## config.mk

```make
export PLATFORM = sky130hd
export DESIGN_NAME = ldc_cell
export DESIGN_NICKNAME = d
export VERILOG_FILES = /design/src/sv/ldc_pkg.sv /design/src/sv/ldc_cell.sv
export SDC_FILE = /design/constraint.sdc
export NUM_CORES = 1
export LEC_CHECK = 0
export BUFFER_PORTS_ARGS = -buffer_cell sky130_fd_sc_hd__buf_2
export CAP_MARGIN = 30
export CELL_PAD_IN_SITES_DETAIL_PLACEMENT = 0
export CELL_PAD_IN_SITES_GLOBAL_PLACEMENT = 1
export CORE_UTILIZATION = 40
export CTS_CLUSTER_DIAMETER = 60
export CTS_CLUSTER_SIZE = 40
export DETAILED_ROUTE_END_ITERATION = 7
export GPL_ROUTABILITY_DRIVEN = 1
export PLACE_DENSITY_LB_ADDON = 0.1
export SLEW_MARGIN = 20
export SYNTH_ARGS = -nofsm -noshare
export SYNTH_HDL_FRONTEND = slang
export SYNTH_SLANG_ARGS = --single-unit
export TNS_END_PERCENT = 50
```

## constraint.sdc

```tcl
create_clock -name i_clk -period 17.3 [get_ports i_clk]
set_clock_uncertainty 0.05 [all_clocks]
set_input_delay 0.865 -clock i_clk [delete_from_list [all_inputs] [get_ports i_clk]]
set_output_delay 0.865 -clock i_clk [all_outputs]
set_load 0.1 [all_outputs]
```

## src/sv/ldc_pkg.sv

```systemverilog
package ldc_pkg;

    localparam logic [1:0] ACT_CLEAR = 2'd0;
    localparam logic [1:0] ACT_LOAD  = 2'd1;
    localparam logic [1:0] ACT_NAME  = 2'd2;
    localparam logic [1:0] ACT_NUM   = 2'd3;

    localparam logic [2:0] STS_OK        = 3'd0;
    localparam logic [2:0] STS_RANGE     = 3'd1;
    localparam logic [2:0] STS_SMALL     = 3'd2;
    localparam logic [2:0] STS_DIMS      = 3'd3;
    localparam logic [2:0] STS_FULL      = 3'd4;
    localparam logic [2:0] STS_NOT_FOUND = 3'd5;
    localparam logic [2:0] STS_BAD_NUM   = 3'd6;

    localparam int NameBytes = 16;
    localparam logic signed [31:0] DimLimit = 32'sd4096;
    localparam logic signed [31:0] PicHeaderBytes = 32'sd8;
    localparam logic [7:0] CaseShift = 8'd32;

    // Token that walks along the directory cells.
    typedef struct packed {
        logic [1:0]  op;
        logic [63:0] name_lo;
        logic [63:0] name_hi;
        logic [30:0] pos;
        logic [15:0] target;
        logic [16:0] count;
        logic        hit;
        logic [15:0] hit_idx;
        logic [30:0] hit_pos;
    } t_token;

    // Lowercase A..Z and zero every byte from the first NUL onwards.
    function automatic logic [127:0] tidy_name(input logic [127:0] raw);
        logic [127:0] res;
        logic         ended;
        logic [7:0]   c;
        res   = '0;
        ended = 1'b0;
        for (int i = 0; i < NameBytes; i++) begin
            c = raw[i*8 +: 8];
            if (c == 8'd0) ended = 1'b1;
            if (!ended) begin
                if (c >= 8'd65 && c <= 8'd90) c = c + CaseShift;
                res[i*8 +: 8] = c;
            end
        end
        return res;
    endfunction

endpackage

```

## src/sv/ldc_cell.sv

```systemverilog
module ldc_cell #(
    parameter int IDX = 0
) (
    input  logic            i_clk,
    input  logic            i_rst_n,
    input  logic            i_tok_valid,
    input  ldc_pkg::t_token i_tok,
    output logic            o_tok_valid,
    output ldc_pkg::t_token o_tok
);
    import ldc_pkg::*;

    localparam logic [15:0] MyIdx = 16'(IDX);

    logic [63:0] r_name_lo;
    logic [63:0] r_name_hi;
    logic [30:0] r_pos;
    logic        r_tok_valid;
    t_token      r_tok;
    t_token      n_tok;
    logic        w_write;
    logic        w_match;

    always_comb begin
        w_write = i_tok_valid && !i_tok.hit && i_tok.op == ACT_LOAD && i_tok.target == MyIdx;
        w_match = i_tok_valid && !i_tok.hit &&
                  ((i_tok.op == ACT_NAME && {1'b0, MyIdx} < i_tok.count &&
                    r_name_lo == i_tok.name_lo && r_name_hi == i_tok.name_hi) ||
                   (i_tok.op == ACT_NUM && i_tok.target == MyIdx));
        n_tok = i_tok;
        if (w_write) begin
            n_tok.hit     = 1'b1;
            n_tok.hit_idx = MyIdx;
            n_tok.hit_pos = i_tok.pos;
        end else if (w_match) begin
            n_tok.hit     = 1'b1;
            n_tok.hit_idx = MyIdx;
            n_tok.hit_pos = r_pos;
        end
    end

    always_ff @(posedge i_clk) begin
        if (w_write) begin
            r_name_lo <= i_tok.name_lo;
            r_name_hi <= i_tok.name_hi;
            r_pos     <= i_tok.pos;
        end
        if (i_tok_valid) r_tok <= n_tok;
    end

    always_ff @(posedge i_clk) begin
        if (!i_rst_n) begin
            r_tok_valid <= 1'b0;
        end else begin
            r_tok_valid <= i_tok_valid;
        end
    end

    assign o_tok_valid = r_tok_valid;
    assign o_tok       = r_tok;

endmodule

```

==> flow_summary_export.csv, run 1 <==
group,metric,value,unit
run_status,status,"finished, final reports clean",
power,power_frac_clock,0.326,
timing,maxClockFrequency,0.276,GHz
route,wl_per_cell,20.7,microns
place,dpl.hpwl,27500,microns
route,drc,0,
die,die_h,195,microns
timing,fin_ws,13.68,ns
die,io_pins,488,
critical_path,cp.required,17.54,ns
clock_tree,cts_tree,"built",
route,firstDrtPassIters,4,
logic_synthesis,synth_area,14800,sq um
route,vias,8787,
grt,grt_max_degree,82,
timing,relSlewSlack,0.443,
power,switching_share,0.334,
clock_tree,cts_setup_buffers,0,
logic_synthesis,syn_nets,1044,
clock_tree,cts_root_buf,"clkbuf_16",
clock_tree,cts.clk_slew.worst_paths,0.09,ns
clock_tree,postCtsHoldBufs,0,
critical_path,end_kind,"flop",
grt,grt_pass1_wl,55100,microns
power,seqPwrFrac,0.478,
final_layout,final_common_cell,"buf_2",
route,viasPerCell,4.87,
critical_path,path_class,"in -> reg",
critical_path,rr_worst_depth,8,
power,power_density,125,nW/um^2
worst_hold_path,hold_path_end,"o_tok[80]$_DFFE_PP_",
critical_path,crit_path_start_kind,"input pin",
worst_hold_path,min-delay-start,"i_tok[80]",
final_layout,drive_gt1_frac,0.415,
power,pwr-share-comb,0.196,
power,ir_worst_vdd,0.105,mV
clock_tree,cts_buffers,31,
worst_hold_path,holdPathStages,1,
timing,min_period,3.62,ns
timing,worst_slew_pin_slew,0.815,ns
logic_synthesis,synth-adder-area-share,0,
power,power_leakage,7.47,nW
logic_synthesis,ys_types,36,
die,row_count,70,
critical_path,rrSetupSlack,14.30,ns
power,cellInternalPower,0.00158,W
logic_synthesis,yosys-mux-area-fraction,0.0209,
timing,fin_crit_sh,0.209,
clock_tree,clock-sinks,402,
route,postRouteAntennaNets,0,
logic_synthesis,synth-compound-area-share,0.0423,
clock_tree,clock_path_buffers,3,
logic_synthesis,synth_warnings,0,
worst_hold_path,worstHoldPathType,"in -> reg",
critical_path,path_max_fanout,65,
route,drtIter0Drc,452,
die,core,36500,sq um
clock_tree,htreeDepth,1,
timing,timing.final.hold_violations,0,
clock_tree,post_cts_resized,0,
grt,grt_overflow,0,
timing,fin_setup_tns,0,ns
die,die-area,37900,sq um
critical_path,cp.arrival,3.86,ns
logic_synthesis,synth_top_family_by_area,"simple AND/OR/NAND/NOR gates",
logic_synthesis,syn_avg_cell_area,18.6,sq um
grt,antenna_found_initial,7,
place,place.gp.congestion,0.779,
logic_synthesis,synth-xor-area-share,0.0508,
route,routed_wl,37500,microns
die,start_util,0.406,
power,p_sw,0.000791,W
timing,report.final.slew_viol_count,0,
critical_path,r2r-start,"r_name_lo[39]$_DFFE_PP_",
job,drv_cap,0,
timing,setup_viol,0,
clock_tree,clk_latency,0.58,ns
final_layout,area_growth,28.3,%
final_layout,n_fill_cell,3108,
final_layout,final_cell_mix,"buf_2, edfxtp_1, xor2_1",
logic_synthesis,synthCells,799,
logic_synthesis,synth-simple-area-share,0.0610,
place,post-place-ws,13.06,ns
grt,grt_pass1_vias,8786,
final_layout,nets,1555,
critical_path,reg2reg_to,"o_tok[27]$_DFFE_PP_",
logic_synthesis,ys_seq_elements,402,
power,power.total,0.00237,W
timing,rsz0062_at_grt,"false",
place,portBuffers,487,
logic_synthesis,yosysSeqAreaShare,0.813,
die,die_w,195,microns
grt,track_usage,0.195,
-- flip-flops by register name, indices dropped and copies added (netlist names) --
| name | flops |
|---|---|
| o_tok | 242 |
| o_tok_valid | 1 |
| r_name_hi | 64 |
| r_name_lo | 64 |
| r_pos | 31 |
-- cells in the mapped netlist, drive strengths merged --
cell	number	area (sq um)
a2111o	3	33.8
a2111oi	7	61.3
a211oi	31	233
a21oi	31	155
a221oi	3	26.3
a22o	1	8.76
and2	1	6.26
and3	16	100
and4	1	8.76
buf	4	27.5
clkbuf	16	60.1
clkinv	3	11.3
dfxtp	1	20.0
edfxtp	401	12000
inv	21	78.8
mux2i	31	310
nand2	1	3.75
nand2b	15	93.8
nand3	1	5.00
nand3b	1	7.51
nand4	13	81.3
nand4b	1	8.76
nor2	5	18.8
nor2b	61	382
nor3	1	5.00
nor4	27	169
o2111a	1	11.3
o2111ai	4	35.0
o221ai	3	26.3
o22ai	6	37.5
or4	2	15.0
xnor2	22	193
xor2	64	561
-- metal layers --
layer	share of wire	track usage	vias up	wire, microns
met5	0.00099	0	-	37
met3	0.075	0.0498	54	2790
met4	0.023	0.0550	6	847
met1	0.41	0.248	4230	15300
met2	0.49	0.329	322	18500
li1	-	-	4175	-
-- logic make-up (layout without fill, tap and decap cells) --
family,Yosys count,count (layout)
flops,402,402
simple gates,146,146
compound gates,90,90
xor+xnor,86,86
buf+inv,44,579
mux,31,31
other cells,0,4
-- layout make-up --
type	instances	area, sq um	share of cell area
inverter	24	90.1	0.00473
sequential	402	12100	0.634
clock buffer	32	779	0.0409
timing repair buffer	498	2580	0.136
clock inverter	25	327	0.0172
tap	468	586	0.0308
multi-input combinational	353	2600	0.137
antenna	4	10.0	0.000526
-- per-stage QoR --
| step | cell area, sq um | instances | utilization | hold WS (ns) |
|---|---|---|---|---|
| floorplan | 14800 | 799 | - | 0.541 |
| global placement | 17800 | 1742 | 0.489 | 0.559 |
| detailed placement | 17900 | 1744 | 0.490 | 0.571 |
| CTS | 19000 | 1801 | 0.520 | 0.393 |
| global route | 19000 | 1803 | 0.521 | 0.394 |
| finish | 19000 | 1806 | 0.521 | 0.427 |
-- power groups by stage --
stage                     Sequential, W  Combinational [W]  Clock [W]
after global placement          0.00116           0.000467          0
after detailed placement        0.00116           0.000468          0
after CTS                       0.00113           0.000468   0.000794
after global routing            0.00114           0.000479   0.000827
after floorplan                 0.00149          0.0000226          0
final                           0.00113           0.000466   0.000773
-- worst max path at each step --
stage	start	endpoint	slack (ns)	cells past startpoint
final	i_tok[241]	o_tok[27]$_DFFE_PP_	13.68	10
after CTS	i_tok[241]	o_tok[19]$_DFFE_PP_	13.70	10
after detailed placement	i_tok[241]	o_tok[19]$_DFFE_PP_	13.06	10
after floorplan	i_tok[76]	r_name_hi[0]$_DFFE_PP_	8.18	5
after global routing	i_tok[241]	o_tok[27]$_DFFE_PP_	13.37	10
after global placement	i_tok_valid	r_name_hi[40]$_DFFE_PP_	12.53	7
-- worst max-delay path, stage by stage --
cell	delay (ns)
buf_2	0.08
buf_4	0.54
nand2b_1	0.29
a2111oi_0	0.54
nand4_1	0.21
nor4_1	0.41
nand4_1	0.15
buf_4	0.37
mux2i_1	0.24
a21oi_1	0.08
Power figures use the tool's default switching activity.
==> run 2: changes to the inputs <==
- CORE_UTILIZATION: 40 -> 37
- clock period: 17.3 -> 3.2 ns (I/O delays scaled with it)
==> flow_summary_export.csv, run 2 (synthesis gave the netlist of run 1 again) <==
group,metric,value,unit
critical_path,end_kind,"flop",
die,die_w,202,microns
final_layout,area_growth,46.3,%
power,power_leakage,8.55,nW
critical_path,path_max_fanout,48,
final_layout,final_cell_mix,"buf_2, edfxtp_1, dlygate4sd3_1",
timing,rsz0062_at_grt,"false",
die,start_util,0.379,
clock_tree,clock_path_buffers,3,
grt,track_usage,0.193,
final_layout,final_area,21700,sq um
clock_tree,cts_root_buf,"clkbuf_16",
timing,setup_viol,0,
critical_path,path_class,"reg -> reg",
final_layout,final_common_cell,"buf_2",
route,firstDrtPassIters,6,
route,drtIter0Drc,460,
critical_path,crit_path_start_kind,"flop",
timing,min_period,2.73,ns
power,power.total,0.0132,W
clock_tree,clk_latency,0.54,ns
timing,relSlewSlack,0.292,
place,dpl_cell_area,18100,sq um
final_layout,seq_area,12100,sq um
power,p_sw,0.00428,W
place,portBuffers,487,
timing,report.final.slew_viol_count,0,
power,switching_share,0.324,
route,routed_wl,40300,microns
timing,fin_crit_sh,0.853,
run_status,status,"finished, final reports clean",
final_layout,drive_gt1_frac,0.355,
job,drv_cap,0,
die,row_count,72,
route,drc,0,
route,postRouteAntennaNets,0,
timing,worst_slew_pin_slew,1.06,ns
worst_hold_path,worstHoldPathType,"in -> reg",
power,seqPwrFrac,0.464,
place,place.gp.congestion,0.809,
final_layout,final_cells,2107,
route,vias,9796,
timing,timing.final.hold_violations,0,
timing,maxClockFrequency,0.366,GHz
power,power_density,609,nW/um^2
place,dpl.hpwl,27900,microns
final_layout,multi_input_area,2630,sq um
final_layout,largest_register_ffs,242,
die,core,39100,sq um
clock_tree,clock-sinks,402,
clock_tree,cts_tree,"built",
die,die-area,40900,sq um
grt,grt_max_degree,161,
die,io_pins,488,
place,place_inst,1803,
die,die_h,202,microns
route,wl_per_cell,19.1,microns
clock_tree,cts.clk_slew.worst_paths,0.08,ns
power,power_frac_clock,0.327,
final_layout,nets,1809,
final_layout,n_fill_cell,3253,
power,pwr-share-comb,0.209,
grt,antenna_found_initial,1,
grt,grt_overflow,0,
clock_tree,cts_buffers,35,
grt,grt_pass1_vias,10100,
route,viasPerCell,4.65,
critical_path,cp.required,3.42,ns
power,ir_worst_vdd,0.418,mV
critical_path,cp.arrival,2.95,ns
grt,grt_pass1_wl,59600,microns
clock_tree,htreeDepth,2,
power,cellInternalPower,0.00893,W
[run 2: changes by cell type in the layout (fill, tap and decap cells not counted), sizes merged]
cell | previous run | this run
diode | 4 | 1
clkinv | 12 | 14
clkinvlp | 0 | 4
buf | 498 | 506
clkbuf | 32 | 42
dlygate4sd3 | 0 | 242
bufinv | 3 | 2
inv | 34 | 23
[run 2: cell type report]
cell class	count	area share
Sequential cell	402	0.556
Timing Repair Buffer	748	0.236
Multi-Input combinational cell	353	0.121
Clock buffer	42	0.0435
Tap cell	518	0.0299
Clock inverter	19	0.00992
Inverter	24	0.00415
Antenna cell	1	0.000115
[run 2: metrics by stage]
stage	hold slack, ns	utilization	setup TNS (ns)	setup WS, ns
after floorplan	0.209	-	-105.67	-0.665
after global routing	0.156	0.555	0	0.219
final	0.161	0.555	0	0.471
after CTS	0.144	0.555	0	0.407
after global placement	0.302	0.463	0	0.474
after detailed placement	0.303	0.463	0	0.448
[run 2: final timing paths]
path | start | end | cells after the start | slack (ns)
worst max-delay path | r_name_hi[46]$_DFFE_PP_ | o_tok[27]$_DFFE_PP_ | 10 | 0.47
worst max register to register | r_name_hi[46]$_DFFE_PP_ | o_tok[27]$_DFFE_PP_ | 10 | 0.47
worst min-delay path | i_tok_valid | o_tok[87]$_DFFE_PP_ | 2 | 0.16
worst min register to register | r_pos[4]$_DFFE_PP_ | o_tok[4]$_DFFE_PP_ | 2 | 0.58
[run 2: worst max-delay path, stage by stage, from the launching register on]
cell and delay, ns:
edfxtp_1 0.39, xor2_1 0.15, nor4_1 0.41, buf_4 0.19, nand4_1 0.09, nor3_1 0.28
buf_4 0.18, nand4_1 0.13, buf_12 0.23, mux2i_1 0.21, a21oi_1 0.09
[run 2: layer usage]
metal,track usage,vias to the layer above,wire (microns)
met5,0,-,0
met4,0.0757,0,1250
li1,-,4653,-
met2,0.331,328,20200
met1,0.241,4738,16700
met3,0.0351,77,2170
[run 2: timing repair]
| item | in CTS | in global routing |
|---|---|---|
| setup endpoints to repair | 0 | 0 |
| hold buffers | 242 | 0 |
| endpoints found under the hold margin | 401 | 0 |
| setup buffers | 0 | 0 |
| resized for setup | 0 | 0 |
[run 2: power by group through the flow]
stage          Sequential [W]  Combinational, W  Clock (W)
2_1_floorplan         0.00805          0.000123          0
3_3_place_gp          0.00623           0.00253          0
3_5_place_dp          0.00624           0.00254          0
4_1_cts               0.00612           0.00278    0.00445
5_1_grt               0.00615           0.00285    0.00461
6_report              0.00613           0.00277    0.00432
